`src/bsst_pkg.sv`:
```
// Package for the bounded set span tracker: shared types, codes and constants.
// Used by bsst_cell, bsst_gap_reduce and bounded_set_span_tracker_core; depends on nothing.
package bsst_pkg;

	localparam int VAL_W   = 32;
	localparam int CAP_W   = 11;
	localparam int ADDR_W  = 2;
	localparam int DATA_W  = 32;
	localparam int GROUP_W = 32;

	localparam logic [ADDR_W-1:0] REG_CAPACITY = 2'd0;

	localparam logic CMD_ADD   = 1'b0;
	localparam logic CMD_QUERY = 1'b1;

	localparam logic [1:0] STATUS_OK      = 2'd0;
	localparam logic [1:0] STATUS_FULL    = 2'd1;
	localparam logic [1:0] STATUS_TOO_FEW = 2'd2;

	typedef enum logic {
		S_IDLE,
		S_MERGE
	} state_t;

	// What one cell hands to its right-hand neighbour.
	typedef struct packed {
		logic             gt;
		logic             occ;
		logic [VAL_W-1:0] val;
	} link_t;

	// Gap candidates found at the insertion point (zero elsewhere).
	typedef struct packed {
		logic [VAL_W-1:0] lo;
		logic [VAL_W-1:0] hi;
	} cand_t;

endpackage

```
`src/bsst_cell.sv`:
```
// One cell of the sorted value chain: holds one biased value and shifts on insert.
// Depends on bsst_pkg.
module bsst_cell (
	input  logic                      clk,
	input  logic                      shift_en,
	input  logic [bsst_pkg::VAL_W-1:0] new_val,
	input  logic                      occ,
	input  bsst_pkg::link_t           left,
	output bsst_pkg::link_t           right,
	output bsst_pkg::cand_t           cand
);

	logic [bsst_pkg::VAL_W-1:0] val_q;
	logic                       gt;
	logic                       pos;
	logic [bsst_pkg::VAL_W-1:0] lo;
	logic [bsst_pkg::VAL_W-1:0] hi;

	// An empty cell counts as greater, so the insertion point is always found.
	assign gt  = !occ || (val_q > new_val);
	assign pos = gt && !left.gt;
	assign lo  = left.occ ? (new_val - left.val) : '1;
	assign hi  = occ ? (val_q - new_val) : '1;

	always_comb begin
		cand = '0;
		if (pos) begin
			cand.lo = lo;
			cand.hi = hi;
		end
	end

	assign right.gt  = gt;
	assign right.occ = occ;
	assign right.val = val_q;

	always_ff @(posedge clk) begin
		if (shift_en && gt) begin
			val_q <= left.gt ? left.val : new_val;
		end
	end

endmodule

```
`config.mk`:
```
export PLATFORM = sky130hd
export DESIGN_NAME = bsst_cell
export DESIGN_NICKNAME = d
export VERILOG_FILES = /design/src/bsst_pkg.sv /design/src/bsst_cell.sv
export SDC_FILE = /design/constraint.sdc
export NUM_CORES = 1
export LEC_CHECK = 0
export ABC_AREA = 1
export BUFFER_PORTS_ARGS = -buffer_cell sky130_fd_sc_hd__clkbuf_2
export CAP_MARGIN = 20
export CORE_AREA = 2 2 166 152
export CTS_CLUSTER_SIZE = 28
export DETAILED_ROUTE_END_ITERATION = 6
export DIE_AREA = 0 0 168 154
export PLACE_DENSITY_LB_ADDON = 0.08
export SLEW_MARGIN = 5
export SYNTH_ARGS = -nofsm -noshare
export SYNTH_HDL_FRONTEND = slang
export SYNTH_SLANG_ARGS = --single-unit
```
`constraint.sdc`:
```
create_clock -name clk -period 14.1 [get_ports clk]
set_input_delay 1.41 -clock clk [delete_from_list [all_inputs] [get_ports clk]]
set_output_delay 1.41 -clock clk [all_outputs]
set_load 0.02 [all_outputs]
```
After elaboration in Yosys (flattened, before gate mapping)
Index checks and enable logic that the tools add are counted.
Operators by class
  add/sub/neg operators: 2
  multiply operators: 0
  divide/modulo/power cells: 0
  $lt $le $gt $ge: 1
  eq/ne operators: 0
  shift-type cells: 0
  muxes and demuxes: 4
  bitwise operators: 0
  reduce and logical (&&, ||, !) cells: 5
Operator list (count)
  2-to-1 mux 32 bit: 3
  2-to-1 mux 64 bit: 1
  subtractor 32 bit: 2
  > comparator 32 bit: 1
  logical AND 1 bit: 2
  logical NOT 1 bit: 2
  logical OR 1 bit: 1
Word-level totals
  register bits: 32
  latch bits: 0
  bits in writable memories: 0
  memory bits (read-only): 0
  input bits: 69
  output and inout port bits: 98
  logic and storage cells: 13
  memories: 0

Longest topological paths before layout
  depth in word-level cells: 4
  depth in mapped cells: 17
  depth with buffers taken out: 16

Worst setup path before layout
OpenSTA, ideal clock, no wires.
  path type: input -> register
  start point: in new_val[0] in the netlist's numbering
  end point: reg val_q[0] in the netlist's numbering (enable)
  setup time: 471 ps
  arrival: 5019 ps
  path slack: 8610 ps
  cell stages on the path: 13
  path buffers: 0
  path through: ha_1 -> fa_1 -> inv_1 -> nand2_1 -> nand2_1 -> nand3_1 -> nand2_1 -> nand2_1 -> nand2_1 -> nand2_1 -> nand2_1 -> nand2_2 -> a21boi_0
On the way
  word-level cells in the longest chain between the ends: 3
RTL lines
  start: declaration: line bsst_cell.sv:6  | input logic [bsst_pkg::VAL_W-1:0] new_val,
  > comparator 32 bit: line bsst_cell.sv:20  | assign gt = !occ || (val_q > new_val);
  logical OR 1 bit: line bsst_cell.sv:20
  logical AND 1 bit: line bsst_cell.sv:38  | if (shift_en && gt) begin
  end signal: assignment: line bsst_cell.sv:39  | val_q <= left.gt ? left.val : new_val;
  end: declaration: line bsst_cell.sv:13  | logic [bsst_pkg::VAL_W-1:0] val_q;
No other way between the ends.
A chain may end at the register's enable or synchronous reset.

==> impl_results.md <==
- Status: finished clean
- Antenna Cells: 0
- Max Fclk: 178 MHz
- Gate Count Post-Synth: 1,357
- CP Max Fanout: 64
- Critical Path RT: 12,690 ps
- Clk slew on worst S/H paths: 50 ps
- Synthesized net count: 1,491
- DP HPWL: 22.4 mm
- Shortest period the worst path allows: 5630 ps
- Post-route clock period utilization: 39.9%
- Overall Global Routing Usage: 19.6%
- CTS H-tree depth: 2
- Busiest grt layer: met2
- Overflow left after global routing: 0
- CTS tree: yes
- Vias in the first global route: 7,385
- Initial antenna violation count: 0
- Pleak: 5.26 nW
- Starting Density: 29.9%
- Avg Vias per Cell: 4.30
- Synth warn: 0
- CP startpoint kind: input port
- Asr flop ratio synth: 0%
- Final Instance Count excl. Fillers: 1,818
- Yosys reg bits: 32
- Final Max Tran Viols: 0
- Worst-margin pin slew: 1080 ps
- Crit-path slowest cell: nand2_4
- FILL cells: 2,864
- Worst-path cell chain: clkbuf_2 > ha_1 > fa_1 > inv_1 > nand2_1 > nand2_1 > nand3_1 > nand2_1 > nand2_1 > nand2_1 > nand2_1 > nand2_1 > nand2_2 > nand2_4 > nand2_4 > nor2_1 > clkbuf_2
- Worst path max stage delay: 510 ps
- Drt initial violations: 392
- Final wirelength: 25.5 mm
- CORE AREA: 0.0240 mm²
- Postcts setup bufs: 0
- Final count of negative-setup-slack endpoints: 0
- Fin. Hold Viols: 0
- Setup TNS: 0 ps
- Die W: 168 µm
- Clock sink count: 32
- Number of distinct library cells after synthesis: 27
- CP Data Arrival Time: 4220 ps
- Final WS setup: 8470 ps
- Post-Syn Area: 0.00717 mm²
- Worst VDD drop: 0.0373 mV
- Row count: 54
- Clock buffer depth: 2
- DR pass1 iterations: 5
- First-pass GRT wire length: 40.0 mm
- Predominant post-synthesis flop cell: edfxtp_1
- Antenna Violating Nets Remaining: 0
- Pin count of the biggest net entering global routing: 66
- Die area: 0.0259 mm²
- Power Dens Cells: 69.6 mW/mm²
- Max cap viols: 0
- Final #Nets: 1,644
- Cts repair resizes: 0
- Most frequent CP cell: nand2_1
- Synthesis-to-finish area growth: 17.3%
- Die height: 154 µm
- Met1 track demand over resource: 27.7%
- Worst Skew: 5.29 ps
- Layout cell share with drive strength beyond 1: 16.1%
- Multi-input gate area: 0.00495 mm²
- Inst Count DP: 1,811
- Hold Crit Class: input port to flop
- Via count: 7,822
- Number of synthesized flops with an enable pin: 32
- Hold_buf cts: 0
- PortBufs: 166
- Worst Setup Slack post-DPL: 8460 ps
- Worst skew pair latency: 280 ps
- Number of I/O pins: 167
- CTS buffer count: 5
- Placed Area: 0.00828 mm²
- Crit. End Element: output pin
- Sequential element share of the synthesized area: 13.4%
- RSZ-0062 raised after global routing: no
- Biggest register: val_q
- Drt wl/cell: 14.0 µm
- Max reg flops: 32
- Gpl congestion: 0.930
- Met2 Usage GRT: 32.7%
- Clk root buf: clkbuf_16
- Average cell area after synthesis: 5.29 µm²
- Register Area: 961 µm²
- Biggest regs: val_q (32)
- DRC viols: 0
- Grt met3 use: 0.695%
- Finished Cell Area: 0.00841 mm²
- Setup Crit Path Kind: input port to output pin
- Max-Slew Margin vs Limit: 28.0%
==> critical path: cells and delay by family <==
kind          cells  cell delay [ps]
buf+inv           3              430
fa+ha+maj         2              590
simple gates     12             1710
==> per-layer routing <==
layer	share of wire (%)	wire (µm)
met1	51	12900
met2	45	11400
met3	2.6	673
met4	2.1	548
met5	0	0
==> logic make-up after synthesis <==
family	Yosys count	synth area share [%]
adder cells (fa/ha/maj)	65	11.5
AND/OR/NAND/NOR	821	47.8
buffers and inverters	325	17.7
XOR/XNOR	27	3.30
flip-flops	32	13.4
AO/OA/AOI/OAI	87	6.24
==> path summary, 6_finish.rpt <==
path / endpoint / slack [ps] / cells past startpoint / startpoint
min reg2reg: val_q[15] / 1600 / 6 / val_q[0]
max: cand[63] / 8470 / 17 / new_val[0]
min: val_q[11] / 1430 / 3 / left[11]
max reg2reg: val_q[5] / 10920 / 14 / val_q[0]
==> Yosys cell counts, drive strengths merged (8+ instances only) <==
master	instances	area share, %
nand2	499	26
nor3	19	1.4
edfxtp	32	13
and2	11	0.96
o21ai	33	2.3
xor2	26	3.2
inv	304	16
ha	63	11
clkbuf	13	0.68
buf	8	1.2
nor2	222	14
nand3	55	3.8
a21oi	49	3.4
nand4	10	0.87
==> layout by cell type (no fill, tap or decap), drive strengths merged <==
| cell type | netlist | routed |
|---|---|---|
| nor2 | 222 | 222 |
| a21o | 4 | 4 |
| nand2 | 499 | 499 |
| ha | 63 | 63 |
| clkbuf | 13 | 172 |
| nor3 | 19 | 19 |
| fa | 2 | 2 |
| buf | 8 | 1 |
| inv | 304 | 304 |
| a21boi | 1 | 1 |
| or2 | 3 | 3 |
| nand4 | 10 | 10 |
| clkinv | 0 | 1 |
| nand3 | 55 | 55 |
| o21ai | 33 | 33 |
| edfxtp | 32 | 32 |
| nand3b | 2 | 2 |
| xor2 | 26 | 26 |
| xnor2 | 1 | 1 |
| a21oi | 49 | 49 |
| and2 | 11 | 11 |
==> layout make-up <==
| type | count | share of cell area, % |
|---|---|---|
| clock buffer | 6 | 1.53 |
| clock inverter | 1 | 0.0595 |
| inverter | 304 | 13.6 |
| multi-input combinational | 1000 | 58.9 |
| sequential | 32 | 11.4 |
| tap | 308 | 4.58 |
| timing repair buffer | 167 | 9.97 |
==> power by group <==
group	switching [mW]	internal, mW	total, mW
clock network	0.0368	0.0640	0.101
registers	0.00472	0.115	0.120
logic	0.248	0.116	0.365
total	0.290	0.296	0.585
==> stage by stage <==
| step | util [%] | hold WS, ps | total power [mW] |
|---|---|---|---|
| after floorplan | - | 1600 | 0.381 |
| after global placement | 34.5 | 1590 | 0.489 |
| after detailed placement | 34.5 | 1580 | 0.488 |
| after CTS | 35.1 | 1420 | 0.592 |
| after global routing | 35.1 | 1450 | 0.639 |
| final | 35.1 | 1430 | 0.585 |
No activity file was read; power rests on OpenSTA's default activity.
